**config.mk**
```make
export PLATFORM = sky130hd
export DESIGN_NAME = three_wire_hci_framer_flat
export DESIGN_NICKNAME = d
export VERILOG_FILES = /design/src/rtl/core/thwf_pkg.sv /design/src/rtl/core/thwf_if.sv /design/src/rtl/core/thwf_engine.sv /design/src/rtl/core/thwf_emit.sv /design/src/rtl/core/three_wire_hci_framer.sv /design/src/flat_wrapper.sv
export SDC_FILE = /design/constraint.sdc
export NUM_CORES = 1
export LEC_CHECK = 0
export BUFFER_PORTS_ARGS = -buffer_cell sky130_fd_sc_hd__buf_2
export CORE_MARGIN = 3
export CORE_UTILIZATION = 56
export DETAILED_ROUTE_END_ITERATION = 10
export GPL_TIMING_DRIVEN = 1
export PLACE_DENSITY = 0.77
export SLEW_MARGIN = 25
export SYNTH_ARGS = -nofsm -noshare
export SYNTH_HDL_FRONTEND = slang
export SYNTH_SLANG_ARGS = --single-unit
```
**constraint.sdc**
```tcl
create_clock -name clock -period 4.85 [get_ports clock]
set_input_delay 0.485 -clock clock [delete_from_list [all_inputs] [get_ports clock]]
set_output_delay 0.485 -clock clock [all_outputs]
set_load 0.03 [all_outputs]
```
**src/rtl/core/thwf_pkg.sv**
```systemverilog
// Shared types, codes and CRC helper for the three-wire HCI framer.
package thwf_pkg;

   // Request opcodes
   localparam logic [1:0] OpRxByte   = 2'd0;
   localparam logic [1:0] OpTxStart  = 2'd1;
   localparam logic [1:0] OpTxBody   = 2'd2;

   // Result kinds
   localparam logic KindRx = 1'b0;
   localparam logic KindTx = 1'b1;

   // Receive status codes
   localparam logic [1:0] StOk      = 2'd0;
   localparam logic [1:0] StBadLen  = 2'd1;
   localparam logic [1:0] StHdrSum  = 2'd2;
   localparam logic [1:0] StCrcFail = 2'd3;

   // Acknowledge outcomes
   localparam logic [1:0] AckNone  = 2'd0;
   localparam logic [1:0] AckOk    = 2'd1;
   localparam logic [1:0] AckRetx  = 2'd2;

   // Header fields and constants
   localparam int          FlagIntegrityBit = 6;
   localparam logic [1:0]  HdrFlags         = 2'b11;   // reliable and integrity
   localparam logic [3:0]  LinkOpcode       = 4'd14;
   localparam logic [15:0] CrcInit          = 16'hFFFF;
   localparam logic [2:0]  SeqReset         = 3'd1;
   localparam logic [12:0] CountMax         = 13'd8191;
   localparam int          HeaderBytes      = 4;

   // Up to six line bytes per request (header plus CRC on an empty frame)
   localparam int MaxResults = 6;
   localparam int CountWidth = 3;

   typedef struct packed {
      logic                       kind;
      logic [CountWidth-1:0]      count;
      logic [MaxResults-1:0][7:0] bytes;
      logic                       in_body;
      logic                       packet_done;
      logic [1:0]                 status;
      logic [1:0]                 ack_result;
      logic [11:0]                payload_len;
      logic                       frame_close;
   } bundle_type;

   // One byte step of CRC-16/CCITT, byte-wise form
   function automatic logic [15:0] crc_byte(input logic [15:0] crc, input logic [7:0] b);
      logic [15:0] c;
      c = {crc[7:0], crc[15:8]};
      c = c ^ {8'h00, b};
      c = c ^ {12'h000, c[7:4]};
      c = c ^ {c[3:0], 12'h000};
      c = c ^ {3'b000, c[7:0], 5'b00000};
      return c;
   endfunction

endpackage

```
**src/rtl/core/thwf_if.sv**
```systemverilog
// Request and result channel interfaces of the three-wire HCI framer.
interface thwf_req_if;
   logic        valid;
   logic        ready;
   logic [1:0]  opcode;
   logic [7:0]  data_byte;
   logic        last;
   logic [11:0] body_bytes;

   modport source (output valid, output opcode, output data_byte, output last,
                   output body_bytes, input ready);
   modport sink   (input valid, input opcode, input data_byte, input last,
                   input body_bytes, output ready);
endinterface

interface thwf_rsp_if;
   logic        valid;
   logic        ready;
   logic        kind;
   logic [7:0]  byte_value;
   logic        in_body;
   logic        packet_done;
   logic [1:0]  status;
   logic [1:0]  ack_result;
   logic [11:0] payload_len;
   logic        frame_end;
   logic        run_last;

   modport source (output valid, output kind, output byte_value, output in_body,
                   output packet_done, output status, output ack_result,
                   output payload_len, output frame_end, output run_last, input ready);
   modport sink   (input valid, input kind, input byte_value, input in_body,
                   input packet_done, input status, input ack_result,
                   input payload_len, input frame_end, input run_last, output ready);
endinterface

```
**src/rtl/core/thwf_engine.sv**
```systemverilog
// Framing state and per-request result computation for the three-wire HCI framer.
module thwf_engine #(
   parameter int MAX_BODY_LEN = 4093
) (
   input  logic                clock,
   input  logic                reset,
   thwf_req_if.sink            req_bus,
   input  logic                free,
   output logic                load,
   output thwf_pkg::bundle_type bundle
);

   localparam logic [12:0] MaxLen = 13'(MAX_BODY_LEN);

   logic        accept;

   logic [2:0]  seq_ff, seq_in;
   logic [2:0]  ack_ff, ack_in;
   logic [12:0] rx_count_ff, rx_count_in;
   logic [7:0]  rx_sum_ff, rx_sum_in;
   logic [7:0]  rx_first_ff, rx_first_in;
   logic [15:0] rx_crc_ff, rx_crc_in;
   logic [7:0]  rx_d0_ff, rx_d0_in;
   logic [7:0]  rx_d1_ff, rx_d1_in;
   logic [15:0] tx_crc_ff, tx_crc_in;
   logic        tx_active_ff, tx_active_in;

   // receive working values
   logic [7:0]  sum_new, first_new;
   logic [15:0] crc_new, body_crc;
   logic [12:0] cnt_new, plen;
   logic        integ;
   logic [1:0]  st;
   logic [2:0]  peer_ack;

   // transmit working values
   logic [7:0]  h0, h1, h2, h3;
   logic [11:0] len_field;
   logic [15:0] c1, c2, c3, c4;

   assign accept         = req_bus.valid && free;
   assign req_bus.ready  = free;

   // Low and high bytes of the body CRC after the final body byte
   function automatic logic [7:0] c1_body_lo(input logic [15:0] crc, input logic [7:0] b);
      logic [15:0] c;
      c = thwf_pkg::crc_byte(crc, b);
      return c[7:0];
   endfunction

   function automatic logic [7:0] c1_body_hi(input logic [15:0] crc, input logic [7:0] b);
      logic [15:0] c;
      c = thwf_pkg::crc_byte(crc, b);
      return c[15:8];
   endfunction

   // Receive path: running sums, CRC lagging by two bytes, and end-of-packet checks
   always_comb begin
      sum_new   = (rx_count_ff < 13'd4) ? rx_sum_ff + req_bus.data_byte : rx_sum_ff;
      first_new = (rx_count_ff == 13'd0) ? req_bus.data_byte : rx_first_ff;
      crc_new   = (rx_count_ff >= 13'd2) ? thwf_pkg::crc_byte(rx_crc_ff, rx_d0_ff) : rx_crc_ff;
      cnt_new   = (rx_count_ff < thwf_pkg::CountMax) ? rx_count_ff + 13'd1 : rx_count_ff;
      integ     = first_new[thwf_pkg::FlagIntegrityBit];
      plen      = cnt_new - 13'd4 - (integ ? 13'd2 : 13'd0);
      body_crc  = {req_bus.data_byte, rx_d1_ff};
      peer_ack  = first_new[5:3];
      if (cnt_new < 13'd4 || (integ && cnt_new < 13'd6)) begin
         st = thwf_pkg::StBadLen;
      end else if (plen > MaxLen) begin
         st = thwf_pkg::StBadLen;
      end else if (sum_new != 8'h00) begin
         st = thwf_pkg::StHdrSum;
      end else if (integ && body_crc != crc_new) begin
         st = thwf_pkg::StCrcFail;
      end else begin
         st = thwf_pkg::StOk;
      end
   end

   // Transmit header and its CRC chain
   always_comb begin
      len_field = req_bus.body_bytes + 12'd2;
      h0 = {thwf_pkg::HdrFlags, ack_ff, seq_ff};
      h1 = {len_field[3:0], thwf_pkg::LinkOpcode};
      h2 = len_field[11:4];
      h3 = 8'h00 - (h0 + h1 + h2);
      c1 = thwf_pkg::crc_byte(thwf_pkg::CrcInit, h0);
      c2 = thwf_pkg::crc_byte(c1, h1);
      c3 = thwf_pkg::crc_byte(c2, h2);
      c4 = thwf_pkg::crc_byte(c3, h3);
   end

   // Next state and result bundle
   always_comb begin
      seq_in       = seq_ff;
      ack_in       = ack_ff;
      rx_count_in  = rx_count_ff;
      rx_sum_in    = rx_sum_ff;
      rx_first_in  = rx_first_ff;
      rx_crc_in    = rx_crc_ff;
      rx_d0_in     = rx_d0_ff;
      rx_d1_in     = rx_d1_ff;
      tx_crc_in    = tx_crc_ff;
      tx_active_in = tx_active_ff;

      bundle             = '0;
      bundle.kind        = thwf_pkg::KindTx;

      case (req_bus.opcode)
         thwf_pkg::OpRxByte: begin
            bundle.kind     = thwf_pkg::KindRx;
            bundle.count    = thwf_pkg::CountWidth'(1);
            bundle.bytes[0] = req_bus.data_byte;
            bundle.in_body  = (rx_count_ff >= 13'(thwf_pkg::HeaderBytes));
            if (req_bus.last) begin
               bundle.packet_done = 1'b1;
               bundle.status      = st;
               if (st == thwf_pkg::StOk) begin
                  bundle.payload_len = plen[11:0];
                  ack_in             = first_new[2:0] + 3'd1;
                  if (peer_ack == seq_ff) begin
                     bundle.ack_result = thwf_pkg::AckRetx;
                  end else begin
                     seq_in            = peer_ack;
                     bundle.ack_result = thwf_pkg::AckOk;
                  end
               end
               rx_count_in = '0;
               rx_sum_in   = '0;
               rx_first_in = '0;
               rx_crc_in   = thwf_pkg::CrcInit;
               rx_d0_in    = '0;
               rx_d1_in    = '0;
            end else begin
               rx_count_in = cnt_new;
               rx_sum_in   = sum_new;
               rx_first_in = first_new;
               rx_crc_in   = crc_new;
               rx_d0_in    = rx_d1_ff;
               rx_d1_in    = req_bus.data_byte;
            end
         end
         thwf_pkg::OpTxStart: begin
            bundle.bytes[0] = h0;
            bundle.bytes[1] = h1;
            bundle.bytes[2] = h2;
            bundle.bytes[3] = h3;
            if (req_bus.body_bytes == 12'd0) begin
               bundle.count       = thwf_pkg::CountWidth'(6);
               bundle.bytes[4]    = c4[7:0];
               bundle.bytes[5]    = c4[15:8];
               bundle.frame_close = 1'b1;
               tx_active_in       = 1'b0;
               tx_crc_in          = thwf_pkg::CrcInit;
            end else begin
               bundle.count = thwf_pkg::CountWidth'(4);
               tx_active_in = 1'b1;
               tx_crc_in    = c4;
            end
         end
         thwf_pkg::OpTxBody: begin
            if (tx_active_ff) begin
               bundle.bytes[0] = req_bus.data_byte;
               if (req_bus.last) begin
                  bundle.count       = thwf_pkg::CountWidth'(3);
                  bundle.bytes[1]    = c1_body_lo(tx_crc_ff, req_bus.data_byte);
                  bundle.bytes[2]    = c1_body_hi(tx_crc_ff, req_bus.data_byte);
                  bundle.frame_close = 1'b1;
                  tx_active_in       = 1'b0;
                  tx_crc_in          = thwf_pkg::CrcInit;
               end else begin
                  bundle.count = thwf_pkg::CountWidth'(1);
                  tx_crc_in    = thwf_pkg::crc_byte(tx_crc_ff, req_bus.data_byte);
               end
            end
         end
         default: begin
            bundle.count = '0;
         end
      endcase
   end

   assign load = accept && (bundle.count != '0);

   // State registers, updated on each accepted request
   always_ff @(posedge clock) begin
      if (reset) begin
         seq_ff       <= thwf_pkg::SeqReset;
         ack_ff       <= '0;
         rx_count_ff  <= '0;
         rx_sum_ff    <= '0;
         rx_first_ff  <= '0;
         rx_crc_ff    <= thwf_pkg::CrcInit;
         rx_d0_ff     <= '0;
         rx_d1_ff     <= '0;
         tx_crc_ff    <= thwf_pkg::CrcInit;
         tx_active_ff <= 1'b0;
      end else if (accept) begin
         seq_ff       <= seq_in;
         ack_ff       <= ack_in;
         rx_count_ff  <= rx_count_in;
         rx_sum_ff    <= rx_sum_in;
         rx_first_ff  <= rx_first_in;
         rx_crc_ff    <= rx_crc_in;
         rx_d0_ff     <= rx_d0_in;
         rx_d1_ff     <= rx_d1_in;
         tx_crc_ff    <= tx_crc_in;
         tx_active_ff <= tx_active_in;
      end
   end

endmodule

```
**src/rtl/core/thwf_emit.sv**
```systemverilog
// Result register and sequencer that plays out the bytes of one request.
module thwf_emit (
   input  logic                 clock,
   input  logic                 reset,
   input  logic                 load,
   input  thwf_pkg::bundle_type bundle,
   output logic                 free,
   thwf_rsp_if.source           rsp_bus
);

   thwf_pkg::bundle_type            bundle_ff;
   logic                            busy_ff;
   logic [thwf_pkg::CountWidth-1:0] idx_ff;
   logic                            final_one;
   logic                            take;

   assign final_one = (idx_ff == bundle_ff.count - thwf_pkg::CountWidth'(1));
   assign take      = busy_ff && rsp_bus.ready;
   assign free      = !busy_ff || (rsp_bus.ready && final_one);

   // Result payload from the held bundle
   assign rsp_bus.valid       = busy_ff;
   assign rsp_bus.kind        = bundle_ff.kind;
   assign rsp_bus.byte_value  = bundle_ff.bytes[idx_ff];
   assign rsp_bus.in_body     = bundle_ff.in_body;
   assign rsp_bus.packet_done = bundle_ff.packet_done;
   assign rsp_bus.status      = bundle_ff.status;
   assign rsp_bus.ack_result  = bundle_ff.ack_result;
   assign rsp_bus.payload_len = bundle_ff.payload_len;
   assign rsp_bus.frame_end   = bundle_ff.frame_close && final_one;
   assign rsp_bus.run_last    = final_one;

   // Bundle holding register, no reset needed
   always_ff @(posedge clock) begin
      if (load) begin
         bundle_ff <= bundle;
      end
   end

   // Sequencer control
   always_ff @(posedge clock) begin
      if (reset) begin
         busy_ff <= 1'b0;
         idx_ff  <= '0;
      end else if (load) begin
         busy_ff <= 1'b1;
         idx_ff  <= '0;
      end else if (take) begin
         if (final_one) begin
            busy_ff <= 1'b0;
            idx_ff  <= '0;
         end else begin
            idx_ff  <= idx_ff + thwf_pkg::CountWidth'(1);
         end
      end
   end

endmodule

```
**src/rtl/core/three_wire_hci_framer.sv**
```systemverilog
// Top level of the three-wire HCI packet framer and deframer.
// Usage:
//   req_bus carries one request per valid/ready handshake: a received line byte,
//   a transmit frame start with its body length, or a transmit body byte.
//   rsp_bus returns the results in order, one per handshake; run_last marks the
//   final result of a request, frame_end the final byte of a transmit frame and
//   packet_done the end of a received packet with its status and ack outcome.
// Result timing: the first result of a request is on rsp_bus the cycle after it is taken.
// Throughput: while rsp_bus.ready is high, a request giving one result (receive
//   byte, body byte) is taken every cycle. A request giving N results (4 for a
//   start, 6 for an empty frame, 3 for a final body byte) holds req_bus.ready low
//   until its final result leaves the single result register. Requests giving no
//   result (body byte with no open frame, unused opcode) are taken and dropped.
// Reset: synchronous, active high; sequence number returns to 1, acknowledge
//   number to 0, receive state and CRCs to their initial values, no frame open.
// Stall: while rsp_bus.ready is low the held result stays put and no new request
//   is taken; ready returns in the same cycle the final pending result leaves.
module three_wire_hci_framer #(
   parameter int MAX_BODY_LEN = 4093
) (
   input  logic        clock,
   input  logic        reset,
   thwf_req_if.sink    req_bus,
   thwf_rsp_if.source  rsp_bus
);

   logic                 free;
   logic                 load;
   thwf_pkg::bundle_type bundle;

   // Framing state and result computation
   thwf_engine #(
      .MAX_BODY_LEN (MAX_BODY_LEN)
   ) u_engine (
      .clock   (clock),
      .reset   (reset),
      .req_bus (req_bus),
      .free    (free),
      .load    (load),
      .bundle  (bundle)
   );

   // Result register and byte sequencer
   thwf_emit u_emit (
      .clock   (clock),
      .reset   (reset),
      .load    (load),
      .bundle  (bundle),
      .free    (free),
      .rsp_bus (rsp_bus)
   );

endmodule

```
**src/flat_wrapper.sv**
```systemverilog
// flat-port wrapper written by rule: the top's interface ports become plain ports
module three_wire_hci_framer_flat 
#(
   parameter int MAX_BODY_LEN = 4093
)
  (clock, reset, req_bus_valid, req_bus_opcode, req_bus_data_byte, req_bus_last, req_bus_body_bytes, req_bus_ready, rsp_bus_valid, rsp_bus_kind, rsp_bus_byte_value, rsp_bus_in_body, rsp_bus_packet_done, rsp_bus_status, rsp_bus_ack_result, rsp_bus_payload_len, rsp_bus_frame_end, rsp_bus_run_last, rsp_bus_ready);
  thwf_req_if req_bus_i ();
  thwf_rsp_if rsp_bus_i ();
  input  logic clock;
  input  logic reset;
  input wire logic [$bits(req_bus_i.valid)-1:0] req_bus_valid;
  input wire logic [$bits(req_bus_i.opcode)-1:0] req_bus_opcode;
  input wire logic [$bits(req_bus_i.data_byte)-1:0] req_bus_data_byte;
  input wire logic [$bits(req_bus_i.last)-1:0] req_bus_last;
  input wire logic [$bits(req_bus_i.body_bytes)-1:0] req_bus_body_bytes;
  output wire logic [$bits(req_bus_i.ready)-1:0] req_bus_ready;
  output wire logic [$bits(rsp_bus_i.valid)-1:0] rsp_bus_valid;
  output wire logic [$bits(rsp_bus_i.kind)-1:0] rsp_bus_kind;
  output wire logic [$bits(rsp_bus_i.byte_value)-1:0] rsp_bus_byte_value;
  output wire logic [$bits(rsp_bus_i.in_body)-1:0] rsp_bus_in_body;
  output wire logic [$bits(rsp_bus_i.packet_done)-1:0] rsp_bus_packet_done;
  output wire logic [$bits(rsp_bus_i.status)-1:0] rsp_bus_status;
  output wire logic [$bits(rsp_bus_i.ack_result)-1:0] rsp_bus_ack_result;
  output wire logic [$bits(rsp_bus_i.payload_len)-1:0] rsp_bus_payload_len;
  output wire logic [$bits(rsp_bus_i.frame_end)-1:0] rsp_bus_frame_end;
  output wire logic [$bits(rsp_bus_i.run_last)-1:0] rsp_bus_run_last;
  input wire logic [$bits(rsp_bus_i.ready)-1:0] rsp_bus_ready;
  assign req_bus_i.valid = req_bus_valid;
  assign req_bus_i.opcode = req_bus_opcode;
  assign req_bus_i.data_byte = req_bus_data_byte;
  assign req_bus_i.last = req_bus_last;
  assign req_bus_i.body_bytes = req_bus_body_bytes;
  assign req_bus_ready = req_bus_i.ready;
  assign rsp_bus_valid = rsp_bus_i.valid;
  assign rsp_bus_kind = rsp_bus_i.kind;
  assign rsp_bus_byte_value = rsp_bus_i.byte_value;
  assign rsp_bus_in_body = rsp_bus_i.in_body;
  assign rsp_bus_packet_done = rsp_bus_i.packet_done;
  assign rsp_bus_status = rsp_bus_i.status;
  assign rsp_bus_ack_result = rsp_bus_i.ack_result;
  assign rsp_bus_payload_len = rsp_bus_i.payload_len;
  assign rsp_bus_frame_end = rsp_bus_i.frame_end;
  assign rsp_bus_run_last = rsp_bus_i.run_last;
  assign rsp_bus_i.ready = rsp_bus_ready;
  three_wire_hci_framer #(.MAX_BODY_LEN(MAX_BODY_LEN)) u_core (.clock(clock), .reset(reset), .req_bus(req_bus_i), .rsp_bus(rsp_bus_i));
endmodule
```
==> impl_metrics.json <==
{
  "dp_cells": 1347,
  "syn_area_per_cell_um2": 9.37,
  "viasPerCell": 6.24,
  "synth_area_leaders": "edfxtp_1 20%, dfxtp_1 17%, xnor2_1 9.5%",
  "ys.warnings.count": 0,
  "antenna_found_initial": 0,
  "drt-total-wl_um": 27000,
  "finClkSkew_ns": 0.0111,
  "crit_path_end_kind": "register",
  "area_delta_synth_final_pct": 9.87,
  "yosysUniqueCellTypes": 66,
  "clk_pin_slew_ns": 0.07,
  "rr_worst_depth": 14,
  "synth_top_family_by_area": "simple AND/OR/NAND/NOR gates",
  "critPathSlowestCell": "or4_4",
  "grt_max_degree": 58,
  "clock.fmax_mhz": 222,
  "crit_required_ns": 5.03,
  "synthMuxAreaShare_pct": 4.31,
  "cpMostUsedCell": "inv_1",
  "clockRootBuffer": "clkbuf_16",
  "syn_nets": 1190,
  "synth-seq-area-share_pct": 36.9,
  "nNetsFinal": 1206,
  "cts_tree": "done",
  "worstMarginPinSlew_ns": 0.762,
  "slew_violations": 0,
  "syn-cell-area_mm2": 0.0105,
  "vias": 8599,
  "ys_top_cells_by_count": "114 x xnor2_1, 103 x nor2_1, 87 x dfxtp_1",
  "final_cells": 1379,
  "routabilityCongestion": 1.02,
  "whs_path_depth": 3,
  "finalCriticalPeriod_ns": 4.51,
  "ctsHtreeMaxLevel": 4,
  "synthArstFlopShare_pct": 0,
  "drtPass1Iterations": 5,
  "cts-buffers-inserted": 17,
  "finalHoldViolations": 0,
  "critical_path_class": "register to register",
  "p_per_area_mw_per_mm2": 347,
  "drcViolationCount": 0,
  "synth-simple-area-share_pct": 16.9,
  "drive_gt1_share_pct": 12.9,
  "hp-start": "req_bus_valid",
  "ant_nets": 0,
  "insertion_delay_ns": 0.43,
  "slew_headroom_pct": 49.2,
  "outcome": "finished clean",
  "diodes": 0,
  "start_util_pct": 57.7,
  "startpoint": "u_core.u_engine.rx_count_ff[2]$_SDFFE_PP0P_",
  "grt_overflow": 0,
  "crit_fanout": 13,
  "ir_drop_v": 0.000321,
  "synth_ff_type": "dfxtp_1",
  "setup_viol": 0,
  "wl_per_cell_um": 19.6,
  "cts_sinks": 158,
  "rsz0062_at_grt": "false",
  "grt_usage_pct": 26.5,
  "die_h_um": 143,
  "synthAdderAreaFrac_pct": 5.36,
  "cts_hold_buf": 0,
  "path_cells": "or4_4 -> nor4_4 -> mux2i_1 -> inv_1 -> ha_1 -> fa_1 -> inv_1 -> o211ai_1 -> a221oi_1 -> o221ai_1 -> o211a_1 -> nand3_1 -> buf_4 -> a21oi_1",
  "maxCapViolCount": 0,
  "synth_top_area_cell": "edfxtp_1",
  "core_area_mm2": 0.0182,
  "tns_ns": 0,
  "ys_ff_latch": 158,
  "finalCritPeriodShare_pct": 93.1,
  "synth_cells": 1121,
  "io_pins": 58,
  "synth-compound-area-share_pct": 15.2,
  "hold_path_class": "primary input to register",
  "port_buffers": 57,
  "cp_data_arrival_time_ns": 4.69,
  "drtIter0Drc": 889,
  "setup.worst_path.start_class": "register",
  "leakagePower_nw": 4.43,
  "cts_resized": 0,
  "dp_hpwl_um": 19900,
  "synthMostInstantiatedCell": "xnor2_1",
  "synth_top_area_share_pct": 20.3,
  "die_x_um": 143,
  "placementRows": 49,
  "timing.rr.start": "u_core.u_engine.rx_count_ff[2]$_SDFFE_PP0P_",
  "die_area_mm2": 0.0204,
  "max_stage_delay_ns": 0.61,
  "synth-xor-area-share_pct": 15.8,
  "synth_edf_count": 71,
  "grt_pass1_wl_um": 42500,
  "grt_pass1_vias": 7813,
  "clockBufferDepth": 2,
  "post-cts-setup-buffers": 0
}
-- cells by family (layout without fill, tap and decap cells) --
group,after synthesis,in the layout
muxes,35,35
xor gates and xnor gates,170,170
and+or+nand+nor,338,338
DFF,158,158
AOI/OAI and AO/OA,244,244
buffers and inverters,134,163
adders and majority gates,42,42
-- final timing paths --
check,slack (ns),endpoint
hold reg to reg,0.49,u_core.u_engine.tx_crc_ff[11]$_SDFFE_PP1P_
setup reg to reg,0.34,u_core.u_emit.rsp_bus.payload_len[4]$_SDFFCE_PN0P_
hold / removal,0.37,u_core.u_emit.rsp_bus.valid$_SDFFE_PP0P_
setup / recovery,0.34,u_core.u_emit.rsp_bus.payload_len[4]$_SDFFCE_PN0P_
-- area by class of cell --
type                       instances  area [um^2]
sequential                       158         3870
clock inverter                    15          195
fill                            1462         6670
tap                              229          287
inverter                          44          165
clock buffer                      17          425
timing repair buffer              87          510
multi-input combinational        829         6090
-- layer usage --
metal  part of all wire [%]  routed length [um]  up-vias  track usage, %
met5                      0                   0        -               0
li1                       -                   -     4060               -
met2                     44               11800      378            38.9
met1                     45               12200     4113            39.3
met3                    8.8                2380       48            5.06
met4                    2.4                 662        0            8.85
-- power breakdown --
group / internal [mW] / switching (mW)
Clock: 0.826 / 0.588
Sequential: 1.44 / 0.0205
Combinational: 0.472 / 0.662
-- registers in the layout, summed over array words and instances (netlist names), 2 cells and up --
signal and count:
u_core.u_emit.bundle_ff 52, u_core.u_emit.idx_ff 3, u_core.u_emit.rsp_bus.ack_result 2, u_core.u_emit.rsp_bus.payload_len 12
u_core.u_emit.rsp_bus.status 2, u_core.u_engine.ack_ff 3, u_core.u_engine.rx_count_ff 13, u_core.u_engine.rx_crc_ff 16
u_core.u_engine.rx_d0_ff 8, u_core.u_engine.rx_d1_ff 8, u_core.u_engine.rx_first_ff 7, u_core.u_engine.rx_sum_ff 8
u_core.u_engine.seq_ff 3, u_core.u_engine.tx_crc_ff 16
-- cell usage in the layout (no fill, tap or decap), types with 10 or more instances in the layout --
cell / synthesis / layout
edfxtp_1: 71 / 71
nor3_1: 41 / 41
nor2_1: 103 / 101
and3_1: 11 / 11
a221oi_1: 15 / 15
buf_2: 7 / 57
nand3_1: 23 / 23
ha_1: 37 / 37
clkbuf_16: 0 / 17
xnor2_1: 114 / 114
xnor3_1: 10 / 10
dfxtp_1: 87 / 87
inv_1: 44 / 44
nor3b_1: 19 / 19
nand2b_1: 26 / 26
buf_4: 16 / 30
a211o_1: 14 / 14
o22ai_1: 33 / 33
nand2_1: 39 / 37
a21oi_1: 74 / 74
nand4_1: 13 / 13
mux2i_1: 25 / 25
o21ai_0: 28 / 28
and2_1: 14 / 14
xor2_1: 44 / 44
-- metrics by stage --
stage	setup slack [ns]	power [mW]	utilization [%]	instance area, um^2	hold slack [ns]
6_report	0.336	4.01	63.4	11500	0.366
5_1_grt	0.0253	4.15	63.4	11500	0.399
4_1_cts	0.330	4.00	63.3	11500	0.349
3_5_place_dp	0.178	2.58	59.9	10900	0.473
3_3_place_gp	0.323	2.57	59.9	10900	0.465
2_1_floorplan	0.0173	2.30	-	10500	0.456
-- worst max-delay path: cells and delay by family (launching register included) --
kind / cells / cell delay [ns]
DFF: 1 / 0.38
muxes: 1 / 0.30
AOI/OAI and AO/OA: 5 / 1.12
adders and majority gates: 2 / 0.90
and+or+nand+nor: 3 / 1.09
buffers and inverters: 3 / 0.48
Power figures use the tool's default switching activity.
